**src/rtl/qrs_sqrt_cell.sv**
```systemverilog
// One cell of the integer square root chain: decides one root bit per cycle while en_i is high.
`timescale 1ns / 1ps
`default_nettype none
module qrs_sqrt_cell #(
  parameter int unsigned DBits = 64,
  parameter int unsigned RBits = 32,
  parameter int unsigned Bit   = 0,
  parameter int unsigned TagW  = 8
) (
  input  wire logic             clk_i,
  input  wire logic             rst_ni,
  input  wire logic             en_i,
  input  wire logic             vld_i,
  input  wire logic [RBits-1:0] root_i,
  input  wire logic [DBits-1:0] rem_i,
  input  wire logic [TagW-1:0]  tag_i,
  output logic                  vld_o,
  output logic [RBits-1:0]      root_o,
  output logic [DBits-1:0]      rem_o,
  output logic [TagW-1:0]       tag_o
);

  // Restoring method: trial = (4*root + 1) << (2*Bit) against remainder.
  logic [DBits+1:0] trial;
  logic [DBits+1:0] rem_ext;
  logic             take;
  logic [RBits-1:0] root_d;
  logic [DBits-1:0] rem_d;
  logic [DBits+1:0] base;

  always_comb begin
    base    = {{(DBits+2-RBits){1'b0}}, root_i};
    trial   = ((base << 2) | (DBits+2)'(1)) << (2 * Bit);
    rem_ext = {2'b00, rem_i};
    take    = (rem_ext >= trial);
    rem_d   = take ? DBits'(rem_ext - trial) : rem_i;
    root_d  = (root_i << 1) | RBits'(take);
  end

  always_ff @(posedge clk_i or negedge rst_ni) begin
    if (!rst_ni) begin
      vld_o <= 1'b0;
    end else if (en_i) begin
      vld_o <= vld_i;
    end
  end

  always_ff @(posedge clk_i) begin
    if (en_i) begin
      root_o <= root_d;
      rem_o  <= rem_d;
      tag_o  <= tag_i;
    end
  end

endmodule
`default_nettype wire

```
**config.mk**
```make
export PLATFORM = sky130hd
export DESIGN_NAME = qrs_sqrt_cell
export DESIGN_NICKNAME = d
export VERILOG_FILES = /design/src/rtl/qrs_sqrt_cell.sv
export SDC_FILE = /design/constraint.sdc
export NUM_CORES = 1
export LEC_CHECK = 0
export ABC_AREA = 1
export BUFFER_PORTS_ARGS = -buffer_cell sky130_fd_sc_hd__buf_2
export CORE_MARGIN = 10
export CORE_UTILIZATION = 35
export CTS_CLUSTER_SIZE = 24
export DETAILED_ROUTE_END_ITERATION = 12
export SLEW_MARGIN = 40
export SYNTH_ARGS = -nofsm -noshare
export SYNTH_HDL_FRONTEND = slang
export SYNTH_SLANG_ARGS = --single-unit
```
**constraint.sdc**
```tcl
create_clock -name clk_i -period 1.5 [get_ports clk_i]
set_clock_uncertainty 0.2 [all_clocks]
set_input_delay 0 -clock clk_i [delete_from_list [all_inputs] [get_ports clk_i]]
set_output_delay 0 -clock clk_i [all_outputs]
set_load 0.01 [all_outputs]
```
; Word-level counts from Yosys, hierarchy flattened
; Index checks and enable logic that the tools add are counted.
[totals]
inputBits = 108
word_cells = 8
reg_bits = 105
out_inout_bits = 105
[classes]
muxes = 1
n_addsub = 1
n_lt_le_gt_ge = 1
bitwise_logic = 1
[ops]
columns = op, count
row1 = >= comparator 64 x 34 -> 1 bit, 1
row2 = two-way mux 64 bit, 1
row3 = subtractor 64 x 34 -> 64 bit, 1
row4 = OR 32 x 1 -> 32 bit, 1

; Depth between registers and ports, before layout
[depth]
word_depth = 2
depth_mapped = 17
mapped_depth_nobuf = 16

; Least setup slack after synthesis
; No wires, ideal clock.
[synth_path]
kind = input-to-reg
start = in root_i[1]
end = reg rem_o[10] (data pin)
arrival_time_ps = 1541
t_required_ps = 1043
n_path_buf = 2
slack_ps = -498
setup_ps = 257
stages = 16
path_cell_list = inv_1 ha_1 nand2_1 nand2_1 inv_1 nand2_2 nand2_1 nand2_2 nand2_1 nand2_2 nand2_2 nand3_2 nor2_2 buf_6 buf_6 o21ai_2
[synth_via]
elab_chain_cells = 2
elab_cells_between_ends = 3
cone_classes = add/sub (1) / order compare (1) / mux (1)
[synth_rtl]
columns = item, line
row1 = "start, declared", 14  ; input wire logic [RBits-1:0] root_i,
row2 = subtractor 64 x 34 -> 64 bit or >= comparator 64 x 34 -> 1 bit (tied branches), "36, 35"
row3 = two-way mux 64 bit (*), 36  ; rem_d = take ? DBits'(rem_ext - trial) : rem_i;
row4 = via rem_d[10], 28  ; logic [DBits-1:0] rem_d;
row5 = "end signal, assigned", 51  ; rem_o <= rem_d;
row6 = "end, declared", 19  ; output logic [DBits-1:0] rem_o,
; The timed path passes the listed nets; every way through them passes the cells marked *.
; A chain may end at the register's enable or synchronous reset.

; Final worst setup path
[layout_path]
start = in root_i[27]
end = reg rem_o[44] (data pin)
; Same word-level chain as after synthesis.

==> run summary <==
minimum clock period = 1.83 ns
P_int = 6.72 mW
Final period util = 1.22
power per cell area = 675 nW/µm²
Final #Nets = 1924
Vias per Instance = 4.65
Final Setup Violations = 65
count leader, synth = nand2_1
# fillers = 2077
initial antenna violation count = 0
FF-to-FF path depth = 1
largest net degree at the start of global routing = 53
switching power = 3.47 mW
row count = 56
Slowest cell on crit path = ha_4
vias in the first global route = 9922
top cells by count, synth = 449 x nand2_1, 244 x inv_1, 111 x nor2_1
failing checks = negative hold slack, negative setup slack
pre-CTS WS = -0.743 ns
Comb pwr share = 0.399
GR Overflow Total = 0
initial DRC count = 764
Final Hold Violating Endpoints = 5
CP max stage delay = 0.23 ns
Initial Util = 0.354
hpwl dp = 25900 µm
Num CTS Buffers = 9
Crit path depth = 16
kind of critical path = in2reg
RSZ-0062 raised after global routing = yes
clock tree sinks = 105
Worst-Margin Slew = 0.325 ns
peak supply drop = 0.493 mV
fmax = 546 MHz
worst-path maximum fanout = 8
Die ar. = 30300 µm²
routability cong. = 0.904
TritonRoute pass-1 iters = 5
CP Buf/Inv Count = 6
CTS tree = done
clock buffer depth = 2
YS warnings = 0
TNS Setup = -17.30 ns
P&R area growth vs syn = 82.0%
Lkg Pwr = 7.39 nW
number of diodes = 0
#FFs+latches synth = 105
largest delay contributor family on the critical path = buffers and inverters
Net Sw Frac = 0.340
max-cap violation count = 0
DR vias = 9798
Data required, critical path = 1.43 ns
Worst Path Arrival = 1.76 ns
Synth top area share = 0.377
Mapped Nets = 1342
Clk pwr share = 0.239
top_reg_cell synth = edfxtp_1
top cells by area, synth = edfxtp_1 38%, nand2_1 20%, inv_1 11%
Die Wd = 174 µm
Clock Pin Slew Worst Setup and Hold Paths = 0.08 ns
hold depth = 3
WL/cell = 17.0 µm
die height = 174 µm
Final Max Slew Viols = 0
HP Class = in2reg
WL final = 35900 µm
Antenna Nets Post-Route = 0
CP Capture Type = register
max_slew headroom = 0.781
layout cells sized above 1 = 0.485
Clk Latency, worst-skew pair = 0.36 ns
Core Area = 23400 µm²
hold slack = -0.290 ns
startpoint types = input port
status = finished with violations
asr flop ratio synth = 0.00952
CTS root buf = clkbuf_16
CP Cell Sequence = buf_6, inv_2, ha_4, nand2_2, nand2_2, inv_2, o21ai_4, a21oi_4, nand2_4, nand2_4, nand3_4, nor2_4, buf_6, buf_16, buf_12, a21oi_2
sequential share of power = 0.362
I/O Buffers = 212
area leader, netlist = edfxtp_1
first-pass GRT wire length = 52900 µm
I/O pin cnt = 213
register area share after synthesis = 0.380
DRC = 0
synth unique cells = 34
cell area after synthesis = 8290 µm²
CTS HTree Levels = 3
Mapped Cells = 1200
average size of a mapped cell = 6.91 µm²
worst setup margin = -0.332 ns
number of flops mapped to enable cells by yosys = 104
Total GRT Usage = 0.220
==> routing by layer <==
layer / track usage / up-vias / part of all wire
li1: - / 4894 / -
met1: 0.278 / 4596 / 0.44
met2: 0.379 / 271 / 0.49
met3: 0.0373 / 37 / 0.048
met4: 0.0588 / 0 / 0.020
met5: 0 / - / 0
==> metrics by stage <==
step                      hold WS, ns  total power, mW  instances  area, µm²   util
after floorplan                -0.496             5.34       1200       8840      -
after global placement         -0.425             6.84       1910      11700  0.500
after detailed placement       -0.424             6.86       1910      11700  0.500
after CTS                      -0.307             9.82       2071      14000  0.598
after global routing           -0.296             10.7       2106      15100  0.645
final                          -0.290             10.2       2106      15100  0.645
==> sequential cells by signal, summed over array words and instances, names as in the netlist <==
signal and cells:
rem_o 64, root_o 32, tag_o 8, vld_o 1
==> cell usage in the layout, fill, tap and decap left out, drive strengths merged <==
cell type	Yosys	routed
nand3b	14	14
xor2	5	5
nand2	455	455
nand4	13	13
a21oi	58	58
and2	1	1
o21ai	37	37
xnor2	24	24
or2	1	1
mux2	1	1
buf	9	466
clkbuf	1	16
ha	34	34
dfrtp	1	1
inv	247	251
nor4	1	1
edfxtp	104	104
nor2	120	120
o21bai	1	1
nor3	17	17
nand3	53	53
o21a	1	1
clkinv	2	4
dlygate4sd3	0	109
==> kinds of logic (layout without fill, tap and decap cells) <==
logic type               after synthesis  count (layout)  share of synthesized area
buffers and inverters                259             846                      0.126
XOR/XNOR                              29              29                     0.0306
multiplexers                           1               1                    0.00136
AND/OR/NAND/NOR                      675             675                      0.334
adder cells (fa/ha/maj)               34              34                     0.0513
flip-flops                           105             105                      0.380
AO/OA/AOI/OAI                         97              97                     0.0772
==> power groups by stage <==
stage	combinational [mW]	sequential (mW)	clock [mW]
6_report	4.06	3.69	2.44
5_1_grt	4.38	3.72	2.60
4_1_cts	3.65	3.69	2.48
3_5_place_dp	3.12	3.75	0
3_3_place_gp	3.09	3.75	0
2_1_floorplan	1.41	3.93	0
==> path summary, 6_finish.rpt <==
check | end | start | slack (ns)
worst max-delay path | rem_o[44] | root_i[27] | -0.33
worst min-delay path | rem_o[21] | rem_i[21] | -0.29
worst max register to register | vld_o | vld_o | 0.56
worst min register to register | vld_o | vld_o | 0.31
max in group asynchronous | vld_o | rst_ni | 0.74
min in group asynchronous | vld_o | rst_ni | 0.25
==> final cells by class <==
type / count / area [µm²] / area share
multi-input cells: 836 / 5710 / 0.378
repair buffers: 581 / 4590 / 0.304
flip-flops and latches: 105 / 3150 / 0.209
inverters: 249 / 968 / 0.0642
well taps: 319 / 399 / 0.0264
clock buffers: 10 / 229 / 0.0152
clock inverters: 6 / 51.3 / 0.00340
==> timing repair <==
action	CTS	global route
hold buffers	104	5
hold endpoints to repair	183	6
gates cloned	5	6
endpoints found under the setup margin	65	65
setup buffers	36	26
pin swaps	48	108
resized for setup	175	223
No activity file was read; power rests on OpenSTA's default activity.
