==> config.mk <==
export PLATFORM = sky130hd
export DESIGN_NAME = qrs_div_cell
export DESIGN_NICKNAME = d
export VERILOG_FILES = /design/src/rtl/qrs_div_cell.sv
export SDC_FILE = /design/constraint.sdc
export NUM_CORES = 1
export LEC_CHECK = 0
export ABC_AREA = 0
export ABC_CLOCK_PERIOD_IN_PS = 800
export BUFFER_PORTS_ARGS = -buffer_cell sky130_fd_sc_hd__buf_2
export CAP_MARGIN = 20
export CELL_PAD_IN_SITES_DETAIL_PLACEMENT = 0
export CELL_PAD_IN_SITES_GLOBAL_PLACEMENT = 2
export CORE_MARGIN = 5
export CORE_UTILIZATION = 26
export CTS_CLUSTER_SIZE = 25
export DETAILED_ROUTE_END_ITERATION = 10
export PLACE_DENSITY_LB_ADDON = 0.08
export SYNTH_ARGS = -nofsm -noshare
export SYNTH_HDL_FRONTEND = slang
export SYNTH_SLANG_ARGS = --single-unit
==> constraint.sdc <==
create_clock -name clk_i -period 0.8 [get_ports clk_i]
set_input_delay 0.16 -clock clk_i [delete_from_list [all_inputs] [get_ports clk_i]]
set_output_delay 0.16 -clock clk_i [all_outputs]
set_load 0.005 [all_outputs]
==> src/rtl/qrs_div_cell.sv <==
// One cell of the restoring divider chain: retires one quotient bit per cycle while en_i is high.
`timescale 1ns / 1ps
`default_nettype none
module qrs_div_cell #(
  parameter int unsigned NBits = 64,
  parameter int unsigned DBits = 34,
  parameter int unsigned TagW  = 8
) (
  input  wire logic             clk_i,
  input  wire logic             rst_ni,
  input  wire logic             en_i,
  input  wire logic             vld_i,
  input  wire logic [NBits-1:0] num_i,
  input  wire logic [DBits-1:0] den_i,
  input  wire logic [DBits:0]   rem_i,
  input  wire logic [NBits-1:0] quo_i,
  input  wire logic [TagW-1:0]  tag_i,
  output logic                  vld_o,
  output logic [NBits-1:0]      num_o,
  output logic [DBits-1:0]      den_o,
  output logic [DBits:0]        rem_o,
  output logic [NBits-1:0]      quo_o,
  output logic [TagW-1:0]       tag_o
);

  // num shifts left, its top bit feeds the partial remainder
  logic [DBits+1:0] sh;
  logic             take;

  always_comb begin
    sh   = {rem_i, num_i[NBits-1]};
    take = (sh >= {2'b00, den_i});
  end

  always_ff @(posedge clk_i or negedge rst_ni) begin
    if (!rst_ni) begin
      vld_o <= 1'b0;
    end else if (en_i) begin
      vld_o <= vld_i;
    end
  end

  always_ff @(posedge clk_i) begin
    if (en_i) begin
      num_o <= num_i << 1;
      den_o <= den_i;
      rem_o <= take ? (DBits+1)'(sh - {2'b00, den_i}) : sh[DBits:0];
      quo_o <= {quo_i[NBits-2:0], take};
      tag_o <= tag_i;
    end
  end

endmodule
`default_nettype wire
* Word-level counts from Yosys, hierarchy flattened
Index checks and enable logic that the tools add are counted.
** Cells by class
- $add $sub $neg :: 1
- $lt $le $gt $ge :: 1
- Mux-type cells :: 1
** Operators with widths (number)
- 36-bit by 34-bit greater-or-equal comparator with 1-bit output :: 1
- 35-bit two-way mux :: 1
- 35-bit by 34-bit subtractor with 35-bit output :: 1
** Storage, ports and cells
- Bits in registers :: 205
- Input port bits :: 209
- Word-level logic and storage cells :: 9

* Depth between registers and ports, before layout
- Word-level depth :: 2
- Depth in mapped cells :: 13
- Gate-level depth less buffers :: 12

* Least setup slack after synthesis
No wires, ideal clock.
- Kind :: input -> register
- Start point :: input port num_i[63]
- End point :: register rem_o[27], data pin
- Arrival time :: 2.577 ns
- Data required time :: 0.537 ns
- Setup slack :: -2.040 ns
- Stages :: 12
- Path buffers :: 1
- Cells stage by stage :: inv_1 > ha_1 > fa_1 > nand2b_1 > a21o_1 > a2111o_1 > a211o_1 > a31oi_1 > nor2_1 > buf_2 > nor4_1 > nor3_1
** Between the ends
- Longest elaborated chain between the ends :: 2
- Elaborated cells between the ends (all ways) :: 3
- Classes of those cells :: 1 x add/sub; 1 x order compare; 1 x mux
** Ends and longest elaborated chain
- start: declaration :: RTL line 13 : input wire logic [NBits-1:0] num_i,
- 35-bit by 34-bit subtractor with 35-bit output / 36-bit by 34-bit greater-or-equal comparator with 1-bit output (equally long branches) :: RTL line 47, 32
- 35-bit two-way mux * :: RTL line 47 : rem_o <= take ? (DBits+1)'(sh - {2'b00, den_i}) : sh[DBits:0];
- end signal: assignment :: RTL line 47
- end: declaration :: RTL line 21 : output logic [DBits:0] rem_o,
Mark *: on every way between the ends. The rest lies on a longest branch, timed or not.
A chain may end at the register's enable or synchronous reset.

* Final worst setup path
- Start point :: input port num_i[63]
- End point :: register rem_o[33], data pin
The elaborated chain is that of the path after synthesis.

==> impl_metrics.ini <==
[route]
vias = 7641
antenna_left = 0
routedWlPerCell_um = 18.0
finalWirelength_mm = 33.0
dr.first_iter.drc_count = 283
drtPass1Iterations = 5
drt-vias-per-instance = 4.18
post-route-drc-count = 0

[finish]
drive_gt1_frac = 0.485
multiInputGateArea_mm2 = 0.00240
regArea_mm2 = 0.00615
fill_cells = 3043
final_common_cell = buf_2
layout_common_cells = buf_2, edfxtp_1, dlygate4sd3_1
area_growth_syn_to_layout_pct = 82.6
nets = 1613

[grt]
grt_antenna_before_repair = 5
grt_start_max_net_pins = 48
first_global_vias = 8139
grt_pass1_wl_mm = 47.8
grtUsageTotal = 0.171
grt_remaining_overflow = 0

[critical_path]
critPathKind = in2reg
arrival_ps = 2590
path_buf_inv = 3
cp_top_family = compound AO/OA/AOI/OAI gates
start_kind = primary input
critical_path.max_fanout = 4
crit_path_top_delay_cell = a2111o_1
critPathMaxStageDelay_ps = 430
worstPathRequired_ps = 1080
setup.worst_path.end_class = register
path_cells = buf_8, inv_8, ha_4, fa_2, nand2b_4, a21o_1, a2111o_1, a211o_1, a31oi_4, nor2_4, buf_6, and2_4, a31o_4

[logic_synthesis]
syn_area_per_cell_um2 = 14.4
synth_top_family_by_area = compound AO/OA/AOI/OAI gates
synthArstFlopShare = 0.00488
synth_seq_cells = 205
ys_types = 50
yosys_warnings = 0
syn_nets = 834
netlist_area_mm2 = 0.00852
synthAdderAreaFrac = 0.0523
synth_ff_type = edfxtp_1
synthCells = 590
synthSimpleGateAreaFrac = 0.0671
synth-edff-count = 204
yosysSeqAreaShare = 0.722
synth_xor_area_frac = 0.0267
synth_compound_area_frac = 0.0993
synth_mux_area_frac = 0.00499

[clocking]
clk_path_buf_depth = 3
cts_tree = built
clock_latency_ps = 510
clock-sinks = 205
path_clk_slew_ps = 60
clockRootBuffer = clkbuf_16
htreeDepth = 1
cts_buffers = 25

[power_and_ir_drop]
powerDensity_mw_per_mm2 = 1970
p_leak_uw = 0.00694
peakVddDrop_uv = 1360

[die]
rows = 66
core_area_mm2 = 0.0325
die_h_um = 191
fp.dieArea_mm2 = 0.0365
initial_core_util = 0.263
ios = 415
dieWidth_um = 191

[placement]
port_buffers = 412
dp_hpwl_mm = 25.7
gp_congestion = 0.792

[sta]
whs_ps = 30.7
setup_viol = 241
period_share = 2.89
fmax_ghz = 0.433
final.setup.tns_ps = -128590
rsz0062_at_grt = yes
fin_ws_ps = -1510
fin_crit_ps = 2310
slew_viol_final = 0
hold_violations = 0
finClkSkew_ps = 0

[outcome]
outcome = finished with violations
violations = negative setup slack

[job]
cap_violations = 0

[min_path]
min_path_type = in2reg
-- metal layers --
metal  part of all wire  vias to the layer above  wire length [um]  global-route usage
li1                   -                     3771                 -                   -
met1               0.39                     3547             12700               0.198
met2               0.51                      264             17000               0.315
met3              0.072                       55              2370              0.0416
met4              0.027                        4               906              0.0481
met5            0.00064                        -                21                   0
-- flip-flops by register name (all words and copies together), names as in the netlist --
name   count
den_o     34
rem_o     35
num_o     63
quo_o     64
tag_o      8
vld_o      1
-- cells in the mapped netlist, types with 2 or more instances --
| cell type | instances | share of area |
|---|---|---|
| xor2_1 | 13 | 0.013 |
| ha_1 | 34 | 0.050 |
| a21boi_0 | 2 | 0.0018 |
| edfxtp_1 | 204 | 0.72 |
| o21ai_0 | 22 | 0.013 |
| nor2b_1 | 2 | 0.0015 |
| nor4_1 | 4 | 0.0029 |
| buf_4 | 3 | 0.0026 |
| a21o_1 | 17 | 0.015 |
| nand2_1 | 37 | 0.016 |
| buf_2 | 5 | 0.0029 |
| clkbuf_1 | 8 | 0.0035 |
| a21bo_2 | 2 | 0.0023 |
| nor2_1 | 40 | 0.018 |
| a31o_2 | 2 | 0.0021 |
| nor3_1 | 5 | 0.0029 |
| o21bai_1 | 4 | 0.0035 |
| o211ai_1 | 4 | 0.0035 |
| nand3_1 | 7 | 0.0041 |
| and3_1 | 3 | 0.0022 |
| o21ai_1 | 2 | 0.0012 |
| a211oi_1 | 3 | 0.0026 |
| inv_1 | 40 | 0.018 |
| o31ai_1 | 5 | 0.0044 |
| nor3b_1 | 4 | 0.0035 |
| a31oi_1 | 4 | 0.0029 |
| a21oi_1 | 61 | 0.036 |
| nand4_1 | 8 | 0.0059 |
| a211o_1 | 2 | 0.0021 |
| o21a_1 | 3 | 0.0026 |
| mux2_2 | 2 | 0.0026 |
| mux2i_1 | 2 | 0.0023 |
| xnor2_1 | 13 | 0.013 |
| nand2b_1 | 7 | 0.0051 |
-- worst min-delay path, stage by stage --
cell and delay, ps:
buf_2 90, buf_4 110, nand2_4 50, o31ai_4 40
-- where the power goes --
group	internal, uW	switching (uW)
Sequential	13000	259
Combinational	3420	2810
Clock	6660	4460
-- timing repair --
action / 4_1_cts / 5_1_grt
hold buffers: 190 / 0
setup endpoints to repair: 241 / 241
pin swaps: 14 / 11
resized for setup: 37 / 25
gates cloned: 1 / 0
setup buffers: 4 / 1
endpoints found under the hold margin: 189 / 0
-- worst paths after layout --
check                                  start             endpoint  slack, ps  cells past startpoint
max in group asynchronous             rst_ni    vld_o$_DFFE_PN0P_        210                      3
min reg2reg                vld_o$_DFFE_PN0P_    vld_o$_DFFE_PN0P_        510                      1
min in group asynchronous             rst_ni    vld_o$_DFFE_PN0P_        490                      3
max                                num_i[63]  rem_o[33]$_DFFE_PP_      -1510                     13
min                                rem_i[30]  rem_o[31]$_DFFE_PP_         30                      4
max reg2reg                vld_o$_DFFE_PN0P_    vld_o$_DFFE_PN0P_         60                      1
-- final cells by class --
| class | instances | share of cell area |
|---|---|---|
| multi-input combinational | 328 | 0.154 |
| timing repair buffer | 768 | 0.352 |
| clock buffer | 26 | 0.0405 |
| inverter | 41 | 0.0107 |
| sequential | 205 | 0.395 |
| tap | 442 | 0.0356 |
| antenna | 2 | 0.000322 |
| clock inverter | 18 | 0.0112 |
-- per-stage QoR --
step                      cells  worst slack, ps  total power, uW   util  instance area [um2]
after detailed placement   1590            -2170            18800  0.387                12600
after global routing       1830            -1560            32200  0.479                15600
after CTS                  1829            -1550            31100  0.477                15500
after global placement     1590            -2140            18800  0.387                12600
after floorplan             590            -1840            15400      -                 8670
final                      1830            -1510            30600  0.479                15600
-- logic make-up after synthesis --
| family | Yosys count |
|---|---|
| and+or+nand+nor | 123 |
| other | 1 |
| adders and majority gates | 35 |
| DFF | 205 |
| AOI/OAI and AO/OA | 139 |
| xor gates and xnor gates | 26 |
| muxes | 4 |
| buffers and inverters | 57 |
Note: power is estimated with default switching activity, not from simulation.
